$ cat src/bdr_pkg.sv
// shared types and constants for the debounced button with auto-repeat
// no dependencies
package bdr_pkg;

    localparam int unsigned TIME_W  = 32;
    localparam int unsigned CYCLE_W = 16;
    localparam int unsigned RAPID_W = 8;
    localparam int unsigned CODE_W  = 3;
    localparam int unsigned CFG_IDX_W = 3;

    localparam int unsigned IN_TDATA_W  = 40;
    localparam int unsigned OUT_TDATA_W = 32;

    localparam logic [TIME_W-1:0]  DEBOUNCE_RESET = TIME_W'(50);
    localparam logic [CYCLE_W-1:0] CYCLE_MAX = '1;
    localparam logic [RAPID_W-1:0] RAPID_MAX = '1;

    // button state reported with each item
    typedef enum logic [CODE_W-1:0] {
        ST_IDLE    = 3'd0,
        ST_DELAY   = 3'd1,
        ST_PUSH    = 3'd2,
        ST_HOLD    = 3'd3,
        ST_RELEASE = 3'd4
    } t_state_code;

    // configuration register map
    typedef enum logic [CFG_IDX_W-1:0] {
        CFG_ENABLE      = 3'd0,
        CFG_INVERT      = 3'd1,
        CFG_LOCAL       = 3'd2,
        CFG_ACCEL_EN    = 3'd3,
        CFG_DEBOUNCE    = 3'd4,
        CFG_REPEAT      = 3'd5,
        CFG_ACCEL_STEP  = 3'd6,
        CFG_ACCEL_FLOOR = 3'd7
    } t_cfg_idx;

endpackage

$ cat src/button_debounce_repeat_fsm.sv
// debounced push button with auto-repeat, rapid-press detection and acceleration
// depends on bdr_pkg
//
// Each input item is one poll of the button: a millisecond timestamp and the
// raw pin level. For every poll the block returns exactly one item with the
// button state (idle, delay, push, hold, release), a rapid-press flag and the
// rapid-press and repeat counts. A poll is captured in an input register,
// evaluated against the button state in combinational logic (two 32x16
// multiplies in parallel, then adds and compares) and written into the output
// register, from which its report is offered. One poll per clock is sustained
// while the receiver accepts reports. The output register decouples the two
// sides: a poll is still taken into an empty input register while a result
// waits downstream. Configuration is written through a separate port, always
// ready, and should only change while no poll is in flight. While disabled, polls
// change nothing and the last reported state is repeated. All time sums wrap
// modulo 2^32.
module button_debounce_repeat_fsm (
    input  logic                                 i_clk,
    input  logic                                 i_rst_n,
    // poll input; tdata: [31:0] now_ms, [32] pin_level, [39:33] zero
    input  logic                                 s_axis_tvalid,
    output logic                                 s_axis_tready,
    input  logic [bdr_pkg::IN_TDATA_W-1:0]       s_axis_tdata,
    // result output; tdata: [2:0] state_code, [3] rapid, [11:4] rapid_presses,
    // [27:12] repeat_count, [31:28] zero
    output logic                                 m_axis_tvalid,
    input  logic                                 m_axis_tready,
    output logic [bdr_pkg::OUT_TDATA_W-1:0]      m_axis_tdata,
    // configuration write
    input  logic                                 i_cfg_valid,
    output logic                                 o_cfg_ready,
    input  logic [bdr_pkg::CFG_IDX_W-1:0]        i_cfg_index,
    input  logic [bdr_pkg::TIME_W-1:0]           i_cfg_data
);
    import bdr_pkg::*;

    // configuration registers
    logic              r_enable, r_invert, r_local, r_accel_en;
    logic [TIME_W-1:0] r_debounce, r_repeat, r_step, r_floor;

    // button state
    logic               r_pressed;
    logic [TIME_W-1:0]  r_push_t, r_release_t, r_hold_t, r_offset;
    logic [CYCLE_W-1:0] r_cycle;
    logic [RAPID_W-1:0] r_rapid_cnt;
    t_state_code        r_last_state;
    logic               r_last_rapid;

    // input register
    logic              r_in_valid;
    logic [TIME_W-1:0] r_in_now;
    logic              r_in_level;

    // output register
    logic               r_out_valid;
    t_state_code        r_out_state;
    logic               r_out_rapid;
    logic [RAPID_W-1:0] r_out_rapid_cnt;
    logic [CYCLE_W-1:0] r_out_cycle;

    // next state
    logic               n_pressed;
    logic [TIME_W-1:0]  n_push_t, n_release_t, n_hold_t, n_offset;
    logic [CYCLE_W-1:0] n_cycle;
    logic [RAPID_W-1:0] n_rapid_cnt;
    t_state_code        n_last_state;
    logic               n_last_rapid;

    logic advance;

    // working values of the poll
    logic [TIME_W-1:0]         w_base, w_target, w_lim, w_inc;
    logic [TIME_W+CYCLE_W-1:0] w_rep_prod, w_step_prod;
    logic [CYCLE_W-1:0]        w_n1, w_cycle_inc;
    logic [RAPID_W-1:0]        w_rapid_inc;
    logic                      w_active, w_mash, w_fire;

    // handshakes
    assign advance       = r_in_valid && (!r_out_valid || m_axis_tready);
    assign s_axis_tready = !r_in_valid || advance;
    assign o_cfg_ready   = 1'b1;
    assign m_axis_tvalid = r_out_valid;
    assign m_axis_tdata  = {4'd0, r_out_cycle, r_out_rapid_cnt, r_out_rapid,
                            r_out_state};

    // poll evaluation
    always_comb begin
        w_base      = (r_push_t > r_release_t) ? r_push_t : r_release_t;
        w_active    = r_in_level ^ r_invert;
        w_mash      = r_release_t < (r_push_t + r_repeat);
        w_cycle_inc = (r_cycle != CYCLE_MAX) ? r_cycle + 1'b1 : r_cycle;
        w_rapid_inc = (r_rapid_cnt != RAPID_MAX) ? r_rapid_cnt + 1'b1 : r_rapid_cnt;
        // count after the saturating increment, minus one
        w_n1        = (r_cycle != CYCLE_MAX) ? r_cycle : CYCLE_MAX - 1'b1;
        w_rep_prod  = r_repeat * {{(TIME_W-CYCLE_W){1'b0}}, r_cycle};
        w_step_prod = r_step * {{(TIME_W-CYCLE_W){1'b0}}, w_n1};
        w_target    = r_local ? r_hold_t + r_repeat : r_push_t + w_rep_prod[TIME_W-1:0];
        w_fire      = !((r_in_now + r_offset) < w_target);
        w_lim       = r_floor + w_step_prod[TIME_W-1:0];
        // acceleration: full step until the floor is reached, then clamp
        if (r_repeat >= w_lim) begin
            w_inc = r_local ? r_step : w_step_prod[TIME_W-1:0];
        end else begin
            w_inc = r_repeat - r_floor - (r_local ? r_offset : '0);
        end

        n_pressed    = r_pressed;
        n_push_t     = r_push_t;
        n_release_t  = r_release_t;
        n_hold_t     = r_hold_t;
        n_offset     = r_offset;
        n_cycle      = r_cycle;
        n_rapid_cnt  = r_rapid_cnt;
        n_last_state = r_last_state;
        n_last_rapid = r_last_rapid;

        if (r_enable) begin
            n_last_rapid = 1'b0;
            if (r_in_now < (w_base + r_debounce)) begin
                // inside the debounce window
                n_last_state = r_pressed ? ST_DELAY : ST_IDLE;
            end else if (!r_pressed && !w_active) begin
                n_last_state = ST_IDLE;
            end else if (!r_pressed) begin
                // new push
                n_pressed    = 1'b1;
                n_cycle      = w_cycle_inc;
                n_push_t     = r_in_now;
                n_last_state = ST_PUSH;
                if (w_mash && (r_in_now < (r_release_t + r_repeat))) begin
                    n_rapid_cnt  = w_rapid_inc;
                    n_last_rapid = 1'b1;
                end else begin
                    n_rapid_cnt = '0;
                end
            end else if (!w_active) begin
                // release
                n_pressed    = 1'b0;
                n_cycle      = '0;
                n_release_t  = r_in_now;
                n_last_state = ST_RELEASE;
                n_offset     = '0;
            end else if (w_fire) begin
                // repeat while held
                n_hold_t     = r_in_now;
                n_cycle      = w_cycle_inc;
                n_last_state = ST_HOLD;
                if (r_accel_en) begin
                    n_offset = r_offset + w_inc;
                end
            end else begin
                n_last_state = ST_DELAY;
            end
        end
    end

    // configuration
    always_ff @(posedge i_clk) begin
        if (!i_rst_n) begin
            r_enable   <= 1'b0;
            r_invert   <= 1'b0;
            r_local    <= 1'b0;
            r_accel_en <= 1'b0;
            r_debounce <= DEBOUNCE_RESET;
            r_repeat   <= '0;
            r_step     <= '0;
            r_floor    <= '0;
        end else if (i_cfg_valid && o_cfg_ready) begin
            case (t_cfg_idx'(i_cfg_index))
                CFG_ENABLE:      r_enable   <= i_cfg_data[0];
                CFG_INVERT:      r_invert   <= i_cfg_data[0];
                CFG_LOCAL:       r_local    <= i_cfg_data[0];
                CFG_ACCEL_EN:    r_accel_en <= i_cfg_data[0];
                CFG_DEBOUNCE:    r_debounce <= i_cfg_data;
                CFG_REPEAT:      r_repeat   <= i_cfg_data;
                CFG_ACCEL_STEP:  r_step     <= i_cfg_data;
                CFG_ACCEL_FLOOR: r_floor    <= i_cfg_data;
                default: begin
                end
            endcase
        end
    end

    // button state, updated once per evaluated poll
    always_ff @(posedge i_clk) begin
        if (!i_rst_n) begin
            r_pressed    <= 1'b0;
            r_push_t     <= '0;
            r_release_t  <= '0;
            r_hold_t     <= '0;
            r_offset     <= '0;
            r_cycle      <= '0;
            r_rapid_cnt  <= '0;
            r_last_state <= ST_IDLE;
            r_last_rapid <= 1'b0;
        end else if (advance) begin
            r_pressed    <= n_pressed;
            r_push_t     <= n_push_t;
            r_release_t  <= n_release_t;
            r_hold_t     <= n_hold_t;
            r_offset     <= n_offset;
            r_cycle      <= n_cycle;
            r_rapid_cnt  <= n_rapid_cnt;
            r_last_state <= n_last_state;
            r_last_rapid <= n_last_rapid;
        end
    end

    // input and output registers
    always_ff @(posedge i_clk) begin
        if (!i_rst_n) begin
            r_in_valid  <= 1'b0;
            r_out_valid <= 1'b0;
        end else begin
            if (s_axis_tready) begin
                r_in_valid <= s_axis_tvalid;
            end
            if (advance) begin
                r_out_valid <= 1'b1;
            end else if (m_axis_tready) begin
                r_out_valid <= 1'b0;
            end
        end
    end

    // payload registers need no reset
    always_ff @(posedge i_clk) begin
        if (s_axis_tready && s_axis_tvalid) begin
            r_in_now   <= s_axis_tdata[TIME_W-1:0];
            r_in_level <= s_axis_tdata[TIME_W];
        end
        if (advance) begin
            r_out_state     <= n_last_state;
            r_out_rapid     <= n_last_rapid;
            r_out_rapid_cnt <= n_rapid_cnt;
            r_out_cycle     <= n_cycle;
        end
    end

endmodule

$ cat config.mk
export PLATFORM = sky130hd
export DESIGN_NAME = button_debounce_repeat_fsm
export DESIGN_NICKNAME = d
export VERILOG_FILES = /design/src/bdr_pkg.sv /design/src/button_debounce_repeat_fsm.sv
export SDC_FILE = /design/constraint.sdc
export NUM_CORES = 2
export LEC_CHECK = 0
export ABC_AREA = 1
export BUFFER_PORTS_ARGS = -buffer_cell sky130_fd_sc_hd__buf_2
export CORE_ASPECT_RATIO = 1.5
export CORE_MARGIN = 2
export CORE_UTILIZATION = 55
export CTS_CLUSTER_SIZE = 8
export DETAILED_ROUTE_END_ITERATION = 7
export PLACE_DENSITY = 0.71
export REMOVE_ABC_BUFFERS = 1
export SYNTH_ARGS = -nofsm -noshare
export SYNTH_HDL_FRONTEND = slang
export SYNTH_SLANG_ARGS = --single-unit
$ cat constraint.sdc
create_clock -name i_clk -period 15.41 [get_ports i_clk]
set_input_delay 0 -clock i_clk [delete_from_list [all_inputs] [get_ports i_clk]]
set_output_delay 0 -clock i_clk [all_outputs]
set_load 0.02 [all_outputs]
# Word-level counts from Yosys, hierarchy flattened
# Cells that the tools add are included.
[word_totals]
latch_bits = 0
register_bits = 352
memories = 0
ram_bits = 0
romBits = 0
input_bits = 80
[op_classes]
n_div = 0
n_shift = 0
bitwise_logic = 6
mux = 38
eq_ne = 11
addsub = 12
reduce_logical = 25
order_cmp = 6
mul = 2
[ops]
columns = ["cell", "n"]
rows = [
  ["$add 32x32->32", 8],
  ["$mux 32", 8],
  ["$lt 32x32->1", 4],
  ["$mux 16", 8],
  ["$mul 32x16->32", 2],
  ["$sub 32x32->32", 2],
  ["$mux 8", 6],
  ["$ge 32x32->1", 1],
  ["$gt 32x32->1", 1],
  ["$add 16x1->16 const B", 1],
  ["$ne 16x16->1 const B", 1],
  ["$reduce_and 2->1", 8],
  ["$mux 3", 5],
  ["$reduce_and 7->1", 2],
  ["$eq 3x3->1 const B", 4],
  ["$mux 1", 10],
  ["$add 8x1->8 const B", 1],
  ["$ne 8x8->1 const B", 1],
  ["$eq 3x2->1 const B", 2],
  ["$reduce_and 6->1", 1],
  ["$not 1->1", 5],
  ["$reduce_and 5->1", 1],
  ["$logic_and 1x1->1", 4],
  ["$logic_not 1->1", 4],
  ["other kinds (8)", 10],
]

# Depth between registers and ports, before layout
[logic_depth]
word_depth = 10
depth_mapped = 69

# Worst setup path after synthesis
# OpenSTA, ideal clock, no wires.
[synth_path]
kind = "reg2reg"
start = "register r_cycle[0]"
end = "register r_offset[28]"
setup_slack_ns = 4.478
stages_incl_launch_ff = 61
t_required_ns = 15.278
arrival_ns = 10.799
n_path_buf = 3
cell_sequence = "dfxtp_1 ha_1 inv_1 nor2_2 nand2_2 o21ai_4 clkbuf_1 nand2_1 fa_1 fa_1 fa_1 fa_1 inv_1 fa_1 inv_1 fa_1 inv_1 ha_1 (+25 left out) clkbuf_1 clkbuf_1 o211ai_1 o21ai_0 ha_1 a21oi_1 o21ai_0 nand2_1 o211ai_1 nand2_1 nand3_1 nand2_1 nand3_1 a21boi_0 o21ai_0 or2_2 nand3_1 a21oi_1"
[synth_via]
elab_chain_len = 10
[synth_rtl]
columns = ["item", "line", "text"]
rows = [
  ["from (decl)", "button_debounce_repeat_fsm.sv:44", "logic [CYCLE_W-1:0] r_cycle;"],
  ["from (signal assigned)", "button_debounce_repeat_fsm.sv:202", "r_cycle <= n_cycle;"],
  ["$ne 16x16->1", "button_debounce_repeat_fsm.sv:94", "w_n1 = (r_cycle != CYCLE_MAX) ? r_cycle : CYCLE_MAX - 1'b1;"],
  ["$mux 16", "button_debounce_repeat_fsm.sv:94", ""],
  ["$mul 32x16->32", "button_debounce_repeat_fsm.sv:96", "w_step_prod = r_step * {{(TIME_W-CYCLE_W){1'b0}}, w_n1};"],
  ["$add 32x32->32", "button_debounce_repeat_fsm.sv:99", "w_lim = r_floor + w_step_prod[TIME_W-1:0];"],
  ["$ge 32x32->1", "button_debounce_repeat_fsm.sv:101", "if (r_repeat >= w_lim) begin"],
  ["$mux 32", "button_debounce_repeat_fsm.sv:101", ""],
  ["$add 32x32->32", "button_debounce_repeat_fsm.sv:149", "n_offset = r_offset + w_inc;"],
  ["$mux 32", "button_debounce_repeat_fsm.sv:148", "if (r_accel_en) begin"],
  ["$mux 32", "button_debounce_repeat_fsm.sv:143", "end else if (w_fire) begin"],
  ["$mux 32", "button_debounce_repeat_fsm.sv:136", "end else if (!w_active) begin"],
  ["to (signal assigned)", "button_debounce_repeat_fsm.sv:201", "r_offset <= n_offset;"],
  ["to (decl)", "button_debounce_repeat_fsm.sv:43", "logic [TIME_W-1:0] r_push_t, r_release_t, r_hold_t, r_offset;"],
]
# Several ways; a longest one is shown, not always the timed one. The select of a mux whose other input is x is not followed.
# A chain may end at the register's enable or synchronous reset.

# Final worst setup path
# Same ends and word-level chain as after synthesis.

==> summary.md <==
| Metric | Value |
|---|---|
| Internal Power | between 1.5 and 2 mW |
| Fin. Hold Viols | 0 |
| CP Capture Type | register |
| Comb pwr share | between 30 and 40% |
| CP Max Fanout | slightly below 50 |
| Total number of vias | between 50,000 and 60,000 |
| Multiplexer share of the synthesized area | less than 1% |
| Hold Crit Class | input port to register |
| DRT antenna net count | 0 |
| Synth Flop Type | dfxtp_1 |
| Post-DP HPWL | around 140 mm |
| Post-synthesis simple-gate area fraction | between 10% and 20% |
| Yosys top cell area share | between 20% and 30% |
| First-pass iteration count of the detailed router | 8 |
| Switching Share | a little over a third |
| Largest area contributor in the synthesized netlist | fa_1 |
| Critical Path Source Type | register |
| VDD IR max | approximately 0.000086 V |
| GRT Resource Usage Total | 35.2% |
| Layout cells sized above 1 | under 10% |
| FF+latch count, synth | about 350 |
| Pin count of the biggest net entering global routing | 86 |
| Post-layout min period | roughly 14 ns |
| Synth Area per Inst | 7.38 µm² |
| GPL Wtd Cong | a little under 1 |
| DR iter-0 viols | 2,972 |
| Area delta synth->final | 6.87% |
| Share of flip-flops with an asynchronous set or reset | 0% |
| Starting density of the core | 55.2% |
| Clock sink count | about 350 |
| Die X-Extent | about 260 µm |
| Seq pwr share | ~34% |
| Drc violations | 0 |
| Largest family of logic cells by synthesized area | adder cells |
| I/O pins | roughly 120 |
| RSZ-0062 raised after global routing | no |
| Vias in the first global route | approximately 53,000 |
| Total gr overflow | 0 |
| PwrDens | between 50 and 60 nW/µm² |
| Row Count | around 140 |
| Slew margin rel. | between 20% and 30% |
| PnR Total Power | about 3.0 mW |
| Static Leak | 28.5 nW |
| Slowest cell delay on critical path | ~0.56 ns |
| Clock latency on the worst-skew pair | around 0.63 ns |
| Final setup viols | 0 |
| Num CTS Buffers | 50 |
| Clock Tree Buf Depth | 3 |
| Setup TNS Final | 0 ns |
| Post-synthesis cell type count | slightly below 60 |
| Clock Pin Slew Worst Setup and Hold Paths | approximately 0.06 ns |
| Core ar. | ~100,000 µm² |
| CTS tree | done |
| Adder-cell share of the synthesized area | roughly 38% |
| Synth Area in Compound Gates | around 14% |
| First-pass GRT wire length | approximately 280 mm |
| Post-cts sizing count | 0 |
| Initial antenna violation count | 3 |
| Avg WL per Cell | 20.1 µm |
| Crit path kind | register to register |
| Final Skew | between 0.02 and 0.025 ns |
| Max-Cap Viols | 0 |
| Crit share post-route | between 80% and 90% |
| Mapped cell area | roughly 55,000 µm² |
| Yosys warns | 0 |
| Nets@finish | ~8,800 |
| Outcome | complete, no violations |
| Critical-path top delay cell | o21ai_4 |
| Xor/xnor share of the synthesized area | under 10% |
| WL final | ~180 mm |
| EDFF count, synth | 61 |
| Top cells by area, synth | fa_1, ha_1, nand2_1 |
| Synth Instances | 7,440 |
| Detailed-route vias per instance | 5.74 |
| Clock power frac | 35.7% |
| Worst Max-Slew Pin Slew | about 1.2 ns |
| DIE HEIGHT | just under 400 µm |
| H-tree levels | 2 |
| Sw Pwr | between 1 and 1.5 mW |
| Sequential fraction of the synthesis area | 13.9% |
| FMAX | between 70 and 80 MHz |
| Max-slew violation count | 0 |
| Req. time, crit path | 15.90 ns |
| Port bufs | a little over 100 |
| CTS root buf | clkbuf_16 |
| Critical path arrival | ~14 ns |
| Die footprint | 102,000 µm² |
## critical path, delay by kind of cell (launching register included)
kind,cells,cell delay (ns)
DFF,1,0.34
AOI/OAI and AO/OA,13,3.46
xor gates and xnor gates,2,0.35
adders and majority gates,11,4.66
and+or+nand+nor,23,3.99
buffers and inverters,8,0.90
## state kept, by name, summed over array words and instances (netlist names), 32 cells and up
register	cells
r_offset	32
r_release_t	32
r_debounce	32
r_in_now	32
r_step	32
r_hold_t	32
r_push_t	32
r_repeat	32
r_floor	32
## power groups by stage
stage | clock (mW) | sequential, mW | combinational (mW)
6_report | 1.06 | 1.01 | 0.890
5_1_grt | 1.10 | 1.01 | 0.991
4_1_cts | 1.07 | 1.01 | 0.881
3_5_place_dp | 0 | 1.03 | 0.859
3_3_place_gp | 0 | 1.02 | 0.847
2_1_floorplan | 0 | 1.03 | 0.566
## cells in the mapped netlist, drive strengths merged (2+ instances only)
cell / instances
nand3: 168
nand4: 59
a221oi: 11
o221ai: 18
a211oi: 14
o22ai: 2
nand3b: 7
nor2: 427
and3: 2
clkbuf: 224
fa: 676
a32oi: 3
nor4: 27
and2: 2
conb: 2
ha: 586
a31o: 4
o221a: 2
nor3: 88
o21ai: 551
o21a: 23
a21o: 29
nand2: 1626
a21oi: 650
inv: 1369
a21boi: 17
mux2i: 2
dfxtp: 291
mux2: 2
o31ai: 6
or2: 29
xor2: 154
o211ai: 37
edfxtp: 61
buf: 86
xnor2: 133
a31oi: 29
o2111ai: 4
o21bai: 11
clkinv: 2
## through the flow
stage / area (µm²) / util (%) / hold WS (ns) / setup WS [ns] / std cells
floorplan: 53700 / - / 0.0841 / 2.68 / 7133
global placement: 56500 / 56.8 / 0.177 / 1.88 / 8612
detailed placement: 56500 / 56.8 / 0.178 / 1.82 / 8612
CTS: 58700 / 59.0 / 0.0582 / 1.76 / 8759
global route: 58700 / 59.0 / 0.0911 / 0.892 / 8761
finish: 58700 / 59.0 / 0.0891 / 1.56 / 8763
## path summary, 6_finish.rpt
check | startpoint | to | slack, ns | cells past startpoint
setup reg to reg | r_cycle[0] | r_offset[28] | 1.56 | 57
hold / removal | s_axis_tdata[8] | r_in_now[8] | 0.09 | 2
hold reg to reg | r_hold_t[13] | r_hold_t[13] | 0.51 | 2
setup / recovery | r_cycle[0] | r_offset[28] | 1.56 | 57
## kinds of logic after synthesis
| family | after synthesis |
|---|---|
| and+or+nand+nor | 2438 |
| buffers and inverters | 1681 |
| AOI/OAI and AO/OA | 1414 |
| adders and majority gates | 1262 |
| DFF | 352 |
| xor gates and xnor gates | 287 |
| muxes | 4 |
| other | 2 |
## metal layers
metal	global-route usage [%]	vias up	wire length, µm
li1	-	23526	-
met1	36.1	24453	60900
met2	65.7	1632	92600
met3	3.68	708	8510
met4	24.9	2	14400
met5	0	-	9
## layout make-up
class                           instances  area, µm²
Clock inverter                          2       32.5
Timing Repair Buffer                  260       1900
Clock buffer                           68       1370
Tap cell                             1296       1620
Sequential cell                       352       7680
Fill cell                            9346      40800
Inverter                             1371       5150
Multi-Input combinational cell       5410      40900
Antenna cell                            4       10.0
## layout by cell type (no fill, tap or decap), types with 11 or more instances in the layout
cell type,instances
fa_1,676
o21bai_1,11
buf_4,81
dfxtp_1,277
o21ai_0,516
nand3_1,167
inv_1,1364
dlygate4sd3_1,77
a21boi_0,11
nor2_1,421
nor3_1,87
a21o_1,29
a21oi_1,650
ha_1,586
xnor2_1,132
a31oi_1,29
xor2_1,154
or2_2,29
o221ai_1,18
edfxtp_1,61
dfxtp_2,13
clkbuf_16,51
a221oi_1,11
o21ai_1,33
buf_2,101
nand4_1,59
o21a_1,23
nor4_1,27
nand2_1,1621
o211ai_1,37
a211oi_1,14
clkbuf_1,14
## timing repair
| action | in CTS | in global routing |
|---|---|---|
| hold endpoints to repair | 227 | 0 |
| buffers inserted | 0 | 0 |
| hold buffers | 77 | 0 |
Power figures use the tool's default switching activity.
